### src/hw/rtl/cpc_pkg.sv
// Package with the types, codes and status bit constants of the card punch controller.
package cpc_pkg;

  localparam int unsigned DefColumns = 80;
  localparam int unsigned WordW      = 18;
  localparam int unsigned CodeW      = 12;
  localparam int unsigned IdxW       = 7;

  typedef enum logic [2:0] {
    OP_STATUS_RD = 3'd0,
    OP_CTRL_WR   = 3'd1,
    OP_DATA_RD   = 3'd2,
    OP_DATA_WR   = 3'd3,
    OP_TICK      = 3'd4,
    OP_COL_RD    = 3'd5
  } op_e;

  typedef enum logic [1:0] {
    OUTCOME_OK    = 2'd0,
    OUTCOME_PICK  = 2'd1,
    OUTCOME_EJECT = 2'd2
  } outcome_e;

  // Status word bits.
  localparam logic [WordW-1:0] StLevel     = 18'o0000007;
  localparam logic [WordW-1:0] StDataReq   = 18'o0000010;
  localparam logic [WordW-1:0] StPunchOn   = 18'o0000040;
  localparam logic [WordW-1:0] StEndCard   = 18'o0000100;
  localparam logic [WordW-1:0] StEndEn     = 18'o0000200;
  localparam logic [WordW-1:0] StInPunch   = 18'o0000400;
  localparam logic [WordW-1:0] StError     = 18'o0001000;
  localparam logic [WordW-1:0] StTroubleEn = 18'o0002000;
  localparam logic [WordW-1:0] StTrouble   = 18'o0004000;
  localparam logic [WordW-1:0] StEjectFail = 18'o0010000;
  localparam logic [WordW-1:0] StPickFail  = 18'o0020000;

  // Control write bits.
  localparam logic [WordW-1:0] CwSetReq   = 18'o0000010;
  localparam logic [WordW-1:0] CwClrReq   = 18'o0000020;
  localparam logic [WordW-1:0] CwPunchOn  = 18'o0000040;
  localparam logic [WordW-1:0] CwClrEnd   = 18'o0000100;
  localparam logic [WordW-1:0] CwEnEnd    = 18'o0000200;
  localparam logic [WordW-1:0] CwDisEnd   = 18'o0000400;
  localparam logic [WordW-1:0] CwEnTrb    = 18'o0002000;
  localparam logic [WordW-1:0] CwDisTrb   = 18'o0004000;
  localparam logic [WordW-1:0] CwEject    = 18'o0010000;
  localparam logic [WordW-1:0] CwClrPunch = 18'o0100000;

  localparam logic [WordW-1:0] CodeMask = 18'h00fff;

  typedef struct packed {
    op_e              op;
    logic [WordW-1:0] write_data;
    logic [IdxW-1:0]  column_index;
    logic [1:0]       punch_outcome;
  } in_t;

  typedef struct packed {
    logic [WordW-1:0] read_data;
    logic             irq_raise;
    logic             irq_clear;
    logic [2:0]       irq_level;
    logic             card_done;
    logic             write_dropped;
  } out_t;

endpackage

### src/hw/rtl/cpc_colbuf.sv
// Column buffer: synchronous punch code memory with per-entry valid bits cleared by reset.
module cpc_colbuf #(
  parameter int unsigned COLUMNS = cpc_pkg::DefColumns,
  parameter int unsigned AW      = (COLUMNS > 1) ? $clog2(COLUMNS) : 1
) (
  input  logic                     clk_i,
  input  logic                     rst_ni,
  input  logic                     wr_en_i,
  input  logic [AW-1:0]            wr_addr_i,
  input  logic [cpc_pkg::CodeW-1:0] wr_data_i,
  input  logic                     rd_en_i,
  input  logic [AW-1:0]            rd_addr_i,
  output logic [cpc_pkg::CodeW-1:0] rd_data_o
);
  import cpc_pkg::*;

  logic [CodeW-1:0] mem [COLUMNS];
  logic [COLUMNS-1:0] valid_q;
  logic [CodeW-1:0] rdata_q;
  logic rvalid_q;

  always_ff @(posedge clk_i) begin
    if (wr_en_i) begin
      mem[wr_addr_i] <= wr_data_i;
    end
    if (rd_en_i) begin
      rdata_q <= mem[rd_addr_i];
    end
  end

  // An entry never written since reset reads as zero.
  always_ff @(posedge clk_i or negedge rst_ni) begin
    if (!rst_ni) begin
      valid_q  <= '0;
      rvalid_q <= 1'b0;
    end else begin
      if (wr_en_i) begin
        valid_q[wr_addr_i] <= 1'b1;
      end
      if (rd_en_i) begin
        rvalid_q <= valid_q[rd_addr_i];
      end
    end
  end

  assign rd_data_o = rvalid_q ? rdata_q : '0;

endmodule

### src/hw/rtl/card_punch_controller.sv
// Card punch controller top level: status logic, column counter and result pipeline.
//
//   channel | direction | handshake               | payload
//   in      | to block  | in_valid_i / in_stall_o | in_data_i  (cpc_pkg::in_t)
//   out     | from block| out_valid_o / out_stall_i | out_data_o (cpc_pkg::out_t)
//
// One item per cycle while the output is not stalled. A result passes through the first stage,
// which holds the status update and the column buffer read, and then the output register.
// The status word, column count and pending flag update in the transfer cycle itself.
// Reset clears all control state and marks every buffer column as zero; no clearing pass.
// A stalled output holds both stages; input stall follows once the first stage is full.
module card_punch_controller #(
  parameter int unsigned COLUMNS = cpc_pkg::DefColumns
) (
  input  logic           clk_i,
  input  logic           rst_ni,
  input  logic           in_valid_i,
  output logic           in_stall_o,
  input  cpc_pkg::in_t   in_data_i,
  output logic           out_valid_o,
  input  logic           out_stall_i,
  output cpc_pkg::out_t  out_data_o
);
  import cpc_pkg::*;

  localparam int unsigned AW = (COLUMNS > 1) ? $clog2(COLUMNS) : 1;
  localparam int unsigned CW = $clog2(COLUMNS + 1);
  localparam logic [CW-1:0] ColFull = CW'(COLUMNS);

  logic [WordW-1:0] status_q, status_d;
  logic [CW-1:0]    count_q, count_d;
  logic             pending_q, pending_d;

  logic s1_valid_q, out_valid_q;
  out_t s1_q, s1_d, out_q;
  out_t s1_out;
  logic s1_col_q, s1_col_d;

  logic in_xfer, s1_move;
  logic wr_en, rd_en;
  logic [CodeW-1:0] rd_code;

  assign s1_move    = s1_valid_q && (!out_valid_q || !out_stall_i);
  assign in_stall_o = s1_valid_q && !s1_move;
  assign in_xfer    = in_valid_i && !in_stall_o;

  assign wr_en = in_xfer && (in_data_i.op == OP_DATA_WR) && (count_q < ColFull);
  assign rd_en = in_xfer && (in_data_i.op == OP_COL_RD);

  cpc_colbuf #(
    .COLUMNS(COLUMNS),
    .AW     (AW)
  ) u_colbuf (
    .clk_i    (clk_i),
    .rst_ni   (rst_ni),
    .wr_en_i  (wr_en),
    .wr_addr_i(count_q[AW-1:0]),
    .wr_data_i(in_data_i.write_data[CodeW-1:0]),
    .rd_en_i  (rd_en),
    .rd_addr_i(in_data_i.column_index[AW-1:0]),
    .rd_data_o(rd_code)
  );

  always_comb begin
    logic [WordW-1:0] st;
    logic [WordW-1:0] wd;
    st        = status_q;
    wd        = in_data_i.write_data;
    count_d   = count_q;
    pending_d = pending_q;
    s1_d      = '0;
    s1_col_d  = 1'b0;

    unique case (in_data_i.op)
      OP_STATUS_RD: begin
        s1_d.read_data = status_q;
      end
      OP_CTRL_WR: begin
        s1_d.irq_clear = 1'b1;
        st = (st & ~StLevel) | (wd & StLevel);
        if ((wd & CwClrPunch) != '0) begin
          st = st & ~(StTrouble | StError | StEndCard | StEndEn | StTroubleEn);
        end else begin
          if ((wd & CwSetReq) != '0) begin
            st = st | StDataReq;
            s1_d.irq_raise = 1'b1;
          end
          if ((wd & CwClrReq) != '0) st = st & ~StDataReq;
          if ((wd & CwClrEnd) != '0) st = st & ~StEndCard;
          if ((wd & CwEnEnd) != '0)  st = st | StEndEn;
          if ((wd & CwDisEnd) != '0) st = st & ~StEndEn;
          if ((wd & CwEnTrb) != '0)  st = st | StTroubleEn;
          if ((wd & CwDisTrb) != '0) st = st & ~StTroubleEn;
          if (((wd & CwEject) != '0) && ((st & StInPunch) != '0)) begin
            count_d   = ColFull;
            st        = st & ~StDataReq;
            pending_d = 1'b1;
          end
          if ((st & (StTrouble | StTroubleEn)) == (StTrouble | StTroubleEn)) begin
            s1_d.irq_raise = 1'b1;
          end
          if ((st & (StEndCard | StEndEn)) == (StEndCard | StEndEn)) begin
            s1_d.irq_raise = 1'b1;
          end
          if ((wd & CwPunchOn) != '0) begin
            st        = st | StPunchOn;
            pending_d = 1'b1;
          end
        end
      end
      OP_DATA_RD: begin
        s1_d.read_data = '0;
      end
      OP_DATA_WR: begin
        if (count_q < ColFull) begin
          count_d = count_q + 1'b1;
        end else begin
          s1_d.write_dropped = 1'b1;
        end
        st             = st & ~StDataReq;
        s1_d.irq_clear = 1'b1;
        pending_d      = 1'b1;
      end
      OP_TICK: begin
        if (pending_q) begin
          if ((st & StPunchOn) == '0) begin
            pending_d = 1'b0;
          end else begin
            st = st | StInPunch;
            if ((st & StDataReq) != '0) begin
              // Still waiting for the host to supply the requested column.
            end else if (count_q < ColFull) begin
              st             = st | StDataReq;
              s1_d.irq_raise = 1'b1;
            end else begin
              // The buffer is full: the card is finished.
              count_d = '0;
              st      = (st & ~(StPunchOn | StInPunch)) | StEndCard;
              case (in_data_i.punch_outcome)
                OUTCOME_PICK:  st = st | StPickFail | StTrouble;
                OUTCOME_EJECT: st = st | StEjectFail | StTrouble;
                default:       st = st;
              endcase
              if ((st & (StTrouble | StTroubleEn)) == (StTrouble | StTroubleEn)) begin
                s1_d.irq_raise = 1'b1;
              end
              if ((st & StEndEn) != '0) s1_d.irq_raise = 1'b1;
              s1_d.card_done = 1'b1;
              pending_d      = 1'b0;
            end
          end
        end
      end
      OP_COL_RD: begin
        s1_col_d = (in_data_i.column_index < COLUMNS);
      end
      default: begin
      end
    endcase

    status_d       = st;
    s1_d.irq_level = st[2:0];
  end

  // The buffer read data stays put while the first stage holds, so it is merged here.
  always_comb begin
    s1_out = s1_q;
    if (s1_col_q) begin
      s1_out.read_data = {{(WordW - CodeW){1'b0}}, rd_code};
    end
  end

  always_ff @(posedge clk_i or negedge rst_ni) begin
    if (!rst_ni) begin
      status_q    <= '0;
      count_q     <= '0;
      pending_q   <= 1'b0;
      s1_valid_q  <= 1'b0;
      out_valid_q <= 1'b0;
    end else begin
      if (in_xfer) begin
        status_q  <= status_d;
        count_q   <= count_d;
        pending_q <= pending_d;
      end
      if (in_xfer) begin
        s1_valid_q <= 1'b1;
      end else if (s1_move) begin
        s1_valid_q <= 1'b0;
      end
      if (s1_move) begin
        out_valid_q <= 1'b1;
      end else if (!out_stall_i) begin
        out_valid_q <= 1'b0;
      end
    end
  end

  always_ff @(posedge clk_i) begin
    if (in_xfer) begin
      s1_q     <= s1_d;
      s1_col_q <= s1_col_d;
    end
    if (s1_move) begin
      out_q <= s1_out;
    end
  end

  assign out_valid_o = out_valid_q;
  assign out_data_o  = out_q;

endmodule

### config.mk
export PLATFORM = sky130hd
export DESIGN_NAME = card_punch_controller
export DESIGN_NICKNAME = d
export VERILOG_FILES = /design/src/hw/rtl/cpc_pkg.sv /design/src/hw/rtl/cpc_colbuf.sv /design/src/hw/rtl/card_punch_controller.sv
export SDC_FILE = /design/constraint.sdc
export NUM_CORES = 1
export LEC_CHECK = 0
export ABC_AREA = 0
export BUFFER_PORTS_ARGS = -buffer_cell sky130_fd_sc_hd__clkbuf_2
export CAP_MARGIN = 15
export CORE_MARGIN = 3
export CORE_UTILIZATION = 53
export DETAILED_ROUTE_END_ITERATION = 8
export PLACE_DENSITY = 0.69
export SLEW_MARGIN = 0
export SYNTH_ARGS = -nofsm -noshare
export SYNTH_HDL_FRONTEND = slang
export SYNTH_SLANG_ARGS = --single-unit
### constraint.sdc
create_clock -name clk_i -period 8.28 [get_ports clk_i]
set_input_delay 0.414 -clock clk_i [delete_from_list [all_inputs] [get_ports clk_i]]
set_output_delay 0.414 -clock clk_i [all_outputs]
set_load 0.05 [all_outputs]
### Word-level counts from Yosys, hierarchy flattened

Memory sizes are Yosys's and may differ from the RTL's. A register that Yosys moved wholly into a read port is not among the register bits.
Cells that the tools add are included.

| storage, ports and cells | value |
|---|---|
| output and inout port bits | 27 |
| flip-flop bits (word level) | 160 |
| logic and storage cells | 155 |
| input bits | 34 |
| bits in writable memories | 960 |
| memories | 1 |

Memories:

| name | depth | width | rd ports | clocked after memory_dff | write ports | RTL line | RTL |
|---|---|---|---|---|---|---|---|
| u_colbuf.mem | 80 | 12 | 1 | 1 | 1 | cpc_colbuf.sv:17 | `logic [CodeW-1:0] mem [COLUMNS];` |

| operators by class | value |
|---|---|
| bitwise logic cells | 5 |
| reductions and logical operators | 28 |
| muxes and demuxes | 66 |
| equality and inequality tests | 22 |
| magnitude comparators | 5 |
| $add $sub $neg | 1 |

Operators by type and width:

| kind | number |
|---|---|
| two-way mux 14 bit | 9 |
| two-way mux 18 bit | 5 |
| OR 80 bit | 1 |
| two-way mux 7 bit | 8 |
| case mux 18 bit (3 select lines) | 1 |
| case mux 14 bit (2 select lines) | 1 |
| two-way mux 1 bit | 27 |
| AND reduction 9 bit | 3 |
| two-way mux 12 bit | 2 |
| two-way mux 11 bit | 2 |
| case mux 7 bit (3 select lines) | 1 |
| zero test 18 bit | 1 |
| OR 18 x 3 -> 18 bit | 1 |
| less-than comparator 7 x 8 -> 1 bit (second input constant) | 2 |
| two-way mux 8 bit | 2 |
| != test 2 bit (second input constant) | 8 |
| less-than comparator 7 bit (second input constant) | 2 |
| two-way mux 4 bit | 3 |
| AND reduction 4 bit | 3 |
| equality test 2 bit (second input constant) | 4 |
| logical AND 1 bit | 8 |
| != test 2 x 1 -> 1 bit (second input constant) | 4 |
| adder 7 x 1 -> 7 bit (second input constant) | 1 |
| binary-select mux 1 bit (select 7 bit) | 1 |
| 20 further kinds | 27 |

### Depth between registers and ports, before layout

| logic depth | value |
|---|---|
| depth in word-level cells | 19 |
| mapped depth | 9 |
| gate-level depth less buffers | 7 |

### By module

A second synthesis with hierarchy kept.

| second synthesis, totals | value |
|---|---|
| cell total of the unflattened synthesis | 2192 |
| area total of the unflattened synthesis | 44327.5 sq um |

By module, submodules not included:

| module | area an instance (sq um) | seq. area each (sq um) | cells an instance | times used |
|---|---|---|---|---|
| cpc_colbuf | 40969.3 | 31214.9 | 1942 | 1 |
| card_punch_controller | 3358.2 | 2232.1 | 250 | 1 |

### Worst setup path before layout

No wires, ideal clock.

| timing path | value |
|---|---|
| kind | register -> register |
| from | register out_valid_q, in the netlist out_valid_o |
| to | register out_q (netlist bit out_data_o[0]) (enable) |
| arrival | 2.504 ns |
| setup time | 0.445 ns |
| stages on the path, launching flop included | 2 |
| path buffers | 0 |
| path slack | 5.330 ns |
| data required time | 7.835 ns |
| period minus slack after synthesis | 2.950 ns |
| cells stage by stage | dfrtp_1 a21boi_0 |

| on the way | value |
|---|---|
| longest elaborated chain between the ends | 3 |

Ends and longest elaborated chain:

| item | RTL line | RTL |
|---|---|---|
| from (decl) | card_punch_controller.sv:34 | `logic s1_valid_q, out_valid_q;` |
| from (signal assigned) | card_punch_controller.sv:179 | `out_valid_q <= 1'b0;` |
| from (signal assigned) | card_punch_controller.sv:192 | `out_valid_q <= 1'b1;` |
| from (signal assigned) | card_punch_controller.sv:194 | `out_valid_q <= 1'b0;` |
| zero test 1 bit | card_punch_controller.sv:43 | `assign s1_move = s1_valid_q && (!out_valid_q \|\| !out_stall_i);` |
| logical OR 1 bit | card_punch_controller.sv:43 |  |
| logical AND 1 bit | card_punch_controller.sv:43 |  |
| named net s1_move | card_punch_controller.sv:39 | `logic in_xfer, s1_move;` |
| to (signal assigned) | card_punch_controller.sv:205 | `out_q <= s1_out;` |
| to (decl) | card_punch_controller.sv:35 | `out_t s1_q, s1_d, out_q;` |

The timed path passes the listed nets, and every way through them passes these cells.
A chain may end at the register's enable or synchronous reset.

### Final worst setup path

| timing path | value |
|---|---|
| from | register out_valid_q, in the netlist out_valid_o |
| to | memory u_colbuf.mem[46][8] (enable) |

| on the way | value |
|---|---|
| longest elaborated chain between the ends | 11 |

Ends and longest elaborated chain:

| item | RTL line | RTL |
|---|---|---|
| zero test 1 bit | card_punch_controller.sv:43 |  |
| logical OR 1 bit | card_punch_controller.sv:43 |  |
| logical AND 1 bit | card_punch_controller.sv:43 |  |
| zero test 1 bit | card_punch_controller.sv:44 | `assign in_stall_o = s1_valid_q && !s1_move;` |
| logical AND 1 bit | card_punch_controller.sv:44 |  |
| zero test 1 bit | card_punch_controller.sv:45 | `assign in_xfer = in_valid_i && !in_stall_o;` |
| logical AND 1 bit | card_punch_controller.sv:45 |  |
| logical AND 1 bit (2 in series) | card_punch_controller.sv:47 | `assign wr_en = in_xfer && (in_data_i.op == OP_DATA_WR) && (count_q < ColFull);` |
| two-way mux 1 bit | cpc_colbuf.sv:23 | `if (wr_en_i) begin` |
| two-way mux 1 bit (implied by the code) | cpc_colbuf.sv:24 | `mem[wr_addr_i] <= wr_data_i;` |
| to (decl) | cpc_colbuf.sv:17 |  |

No other way between the ends.

==> flow_metrics.env <==
export IMPL_r2r_end="u_colbuf.mem[46][8]$_DFFE_PP_"
export IMPL_synth_nets=2229
export IMPL_finalSetupViolCount=0
export IMPL_drc=0
export IMPL_regToRegSetupSlack_ps=4490
export IMPL_die_y_um=295
export IMPL_hold_start="in_data_i[24]"
export IMPL_yosys_area_share_simple=0.0311
export IMPL_synthAdderAreaFrac=0.00113
export IMPL_regArea_sq_um=33400
export IMPL_nNetsFinal=2373
export IMPL_fillCellCount=5676
export IMPL_ios=61
export IMPL_ys_ff_latch=1132
export IMPL_synth_compound_area_share=0.0417
export IMPL_first_pass_iters=5
export IMPL_period_share=0.458
export IMPL_whs_endpoint="status_q[9]$_DFFE_PN0P_"
export IMPL_async_reset_ff_frac=0.0963
export IMPL_regToRegStartpoint="out_valid_o$_DFFE_PN0P_"
export IMPL_cp_end_kind="flip-flop"
export IMPL_final_min_clock_period_ps=3790
export IMPL_leakagePower_nw=16.5
export IMPL_netlist_instances=2191
export IMPL_p_switching_mw=2.53
export IMPL_powerDensity_nw_per_um2=239
export IMPL_cap_violations=0
export IMPL_start_util=0.537
export IMPL_max_freq_mhz=264
export IMPL_grt_pass1_wl_um=144000
export IMPL_synth_top_family_by_area="multiplexers"
export IMPL_synth_edf_count=1023
export IMPL_cts_resized_gates=0
export IMPL_ys_flop_type="edfxtp_1"
export IMPL_swShare=0.213
export IMPL_portBuffers=56
export IMPL_clkPwrFrac=0.411
export IMPL_cp_startpoint="out_valid_o$_DFFE_PN0P_"
export IMPL_hold_class="in2reg"
export IMPL_use_met3=0.0417
export IMPL_dieArea_sq_um=87000
export IMPL_layout_common_cells="edfxtp_1 (1,023), mux4_2 (257), nor2_1 (127)"
export IMPL_cts_tree="done"
export IMPL_cts_inserted_buffers=109
export IMPL_clk_pin_slew_ps=60
export IMPL_vias=21900
export IMPL_finalHoldViolations=0
export IMPL_syn_area_sq_um=44200
export IMPL_vias_per_cell=6.25
export IMPL_grt_use_total=0.226
export IMPL_yosysWarnings=0
export IMPL_clockBufferDepth=3
export IMPL_arrival_ps=4070
export IMPL_tightest_slew_ps=1140
export IMPL_power_internal_mw=9.33
export IMPL_clock_sinks=1132
export IMPL_synthToLayoutAreaGrowth_pct=12.2
export IMPL_met1_usage=0.333
export IMPL_hpwlAfterDp_um=55300
export IMPL_drive_above_1_share=0.249
export IMPL_antenna_found_initial=5
export IMPL_post_synth_cell_area_avg_sq_um=20.2
export IMPL_met2_usage=0.352
export IMPL_num_rows=105
export IMPL_ant_nets=0
export IMPL_hold_path_depth=2
export IMPL_gp_congestion=0.857
export IMPL_synthMuxAreaShare=0.153
export IMPL_clk_latency_ps=690
export IMPL_chipWidth_um=295
export IMPL_p_total_mw=11.9
export IMPL_p_comb_frac=0.055
export IMPL_cts_htree_levels=3
export IMPL_final_common_cell="edfxtp_1"
export IMPL_drtIter0Drc=2444
export IMPL_required_ps=8560
export IMPL_seq_area_frac_synth=0.756
export IMPL_seq_power_share=0.534
export IMPL_r2r_cells=5
export IMPL_grt_max_degree=131
export IMPL_grt_pass1_vias=21800
export IMPL_holdWs_ps=72.7
export IMPL_maxSlewHeadroom=0.237
export IMPL_core_sq_um=82400
export IMPL_status="finished, final reports clean"
export IMPL_busiest_layer="met2"
export IMPL_rsz0062_at_grt="no"
export IMPL_worstSetupPathType="reg2reg"
export IMPL_synth_distinct_cells=70
export IMPL_drt_wl_total_um=96600
export IMPL_finClkSkew_ps=31.3
export IMPL_setup_tns_final_ps=0
export IMPL_cts_root_buf="clkbuf_16"
export IMPL_synth_xor_area_frac=0
export IMPL_finalMaxSlewViolations=0
export IMPL_grt_overflow_total=0
export IMPL_vdd_drop_max_v=0.000160
export IMPL_cp_max_fo=16
export IMPL_multi_input_area_sq_um=10000
export IMPL_start_kind="flip-flop"
export IMPL_wl_per_cell_um=27.6
-- synthesized netlist by cell type, types with 5 or more instances --
cell type,count,area share
nand2b_1,12,0.0017
mux2_2,16,0.0041
o22ai_1,36,0.0051
and2_1,19,0.0027
mux2i_1,78,0.018
buf_2,31,0.0035
a22o_1,10,0.0020
nand2_1,60,0.0051
buf_6,7,0.0018
inv_1,22,0.0019
nor2_1,127,0.011
clkbuf_1,56,0.0048
buf_1,10,0.00085
nor3_1,8,0.00091
mux4_2,257,0.13
o21ai_0,40,0.0045
a22oi_1,14,0.0024
a31oi_1,14,0.0020
o21bai_1,80,0.014
o32a_1,6,0.0014
a21oi_1,16,0.0018
o221ai_1,5,0.00099
buf_4,22,0.0037
edfxtp_1,1023,0.69
dfrtp_1,109,0.062
nor2b_1,14,0.0020
nand3_1,12,0.0014
nand3b_1,5,0.00085
-- layout make-up --
class | instances | area share
diodes | 2 | 0.000101
clock buffers | 134 | 0.0590
clock inverters | 68 | 0.0118
inverters | 26 | 0.00197
multi-input cells | 905 | 0.202
flip-flops and latches | 1132 | 0.674
well taps | 1070 | 0.0270
repair buffers | 161 | 0.0243
-- registers in the layout (all words and copies together) (netlist names) --
signal and count:
u_colbuf.rvalid_q 1, s1_col_q 1, out_data_o 25, pending_q 1
s1_q 18, u_colbuf.rdata_q 12, count_q 7, status_q 18
s1_out 7, u_colbuf.valid_q 80, u_colbuf.mem 960, out_valid_o 1
s1_valid_q 1
-- worst max-delay path by stage --
stage                                      to  slack, ps  depth (start not counted)
3_3_place_gp    u_colbuf.mem[32][9]$_DFFE_PP_       4430                          6
6_report        u_colbuf.mem[46][8]$_DFFE_PP_       4490                          5
5_1_grt        u_colbuf.mem[46][11]$_DFFE_PP_       4200                          5
4_1_cts         u_colbuf.mem[61][0]$_DFFE_PP_       4410                          5
2_1_floorplan         out_data_o[0]$_DFFE_PP_       5330                          1
3_5_place_dp    u_colbuf.mem[61][7]$_DFFE_PP_       4300                          6
-- critical path: stages (launching register included) --
cell	delay, ps
dfrtp_1	410
nand3_1	230
nand2_1	310
nor4_1	760
nand2_1	640
nor2_1	1030
-- power by group through the flow --
stage | combinational (mW) | sequential, mW | clock [mW]
finish | 0.656 | 6.33 | 4.87
global route | 0.703 | 6.33 | 5.19
CTS | 0.659 | 6.33 | 4.95
detailed placement | 0.656 | 6.45 | 0
global placement | 0.641 | 6.44 | 0
floorplan | 0.368 | 6.47 | 0
-- per-layer routing --
metal / share of wire / vias up
met5: 0.00026 / -
met4: 0.025 / 4
met3: 0.084 / 152
met2: 0.48 / 968
li1: - / 9250
met1: 0.41 / 11500
-- what timing repair did --
action                                 in CTS  in global routing
endpoints found under the hold margin      56                  0
hold buffers                                3                  0
setup buffers                               0                  0
-- kinds of logic (layout without fill, tap and decap cells) --
| group | Yosys count | after routing |
|---|---|---|
| AO/OA/AOI/OAI | 261 | 261 |
| adder cells (fa/ha/maj) | 4 | 4 |
| buffers and inverters | 154 | 389 |
| flip-flops | 1132 | 1132 |
| multiplexers | 351 | 351 |
| other | 0 | 2 |
| AND/OR/NAND/NOR | 289 | 289 |
-- stage by stage --
step / std cells / cell area (sq um) / utilization / setup slack [ps]
floorplan: 2191 / 44200 / - / 5330
global placement: 3256 / 45800 / 0.555 / 4430
detailed placement: 3259 / 45800 / 0.556 / 4300
CTS: 3464 / 49300 / 0.599 / 4410
global route: 3496 / 49600 / 0.602 / 4200
finish: 3498 / 49600 / 0.602 / 4490
Note: power is estimated with default switching activity, not from simulation.
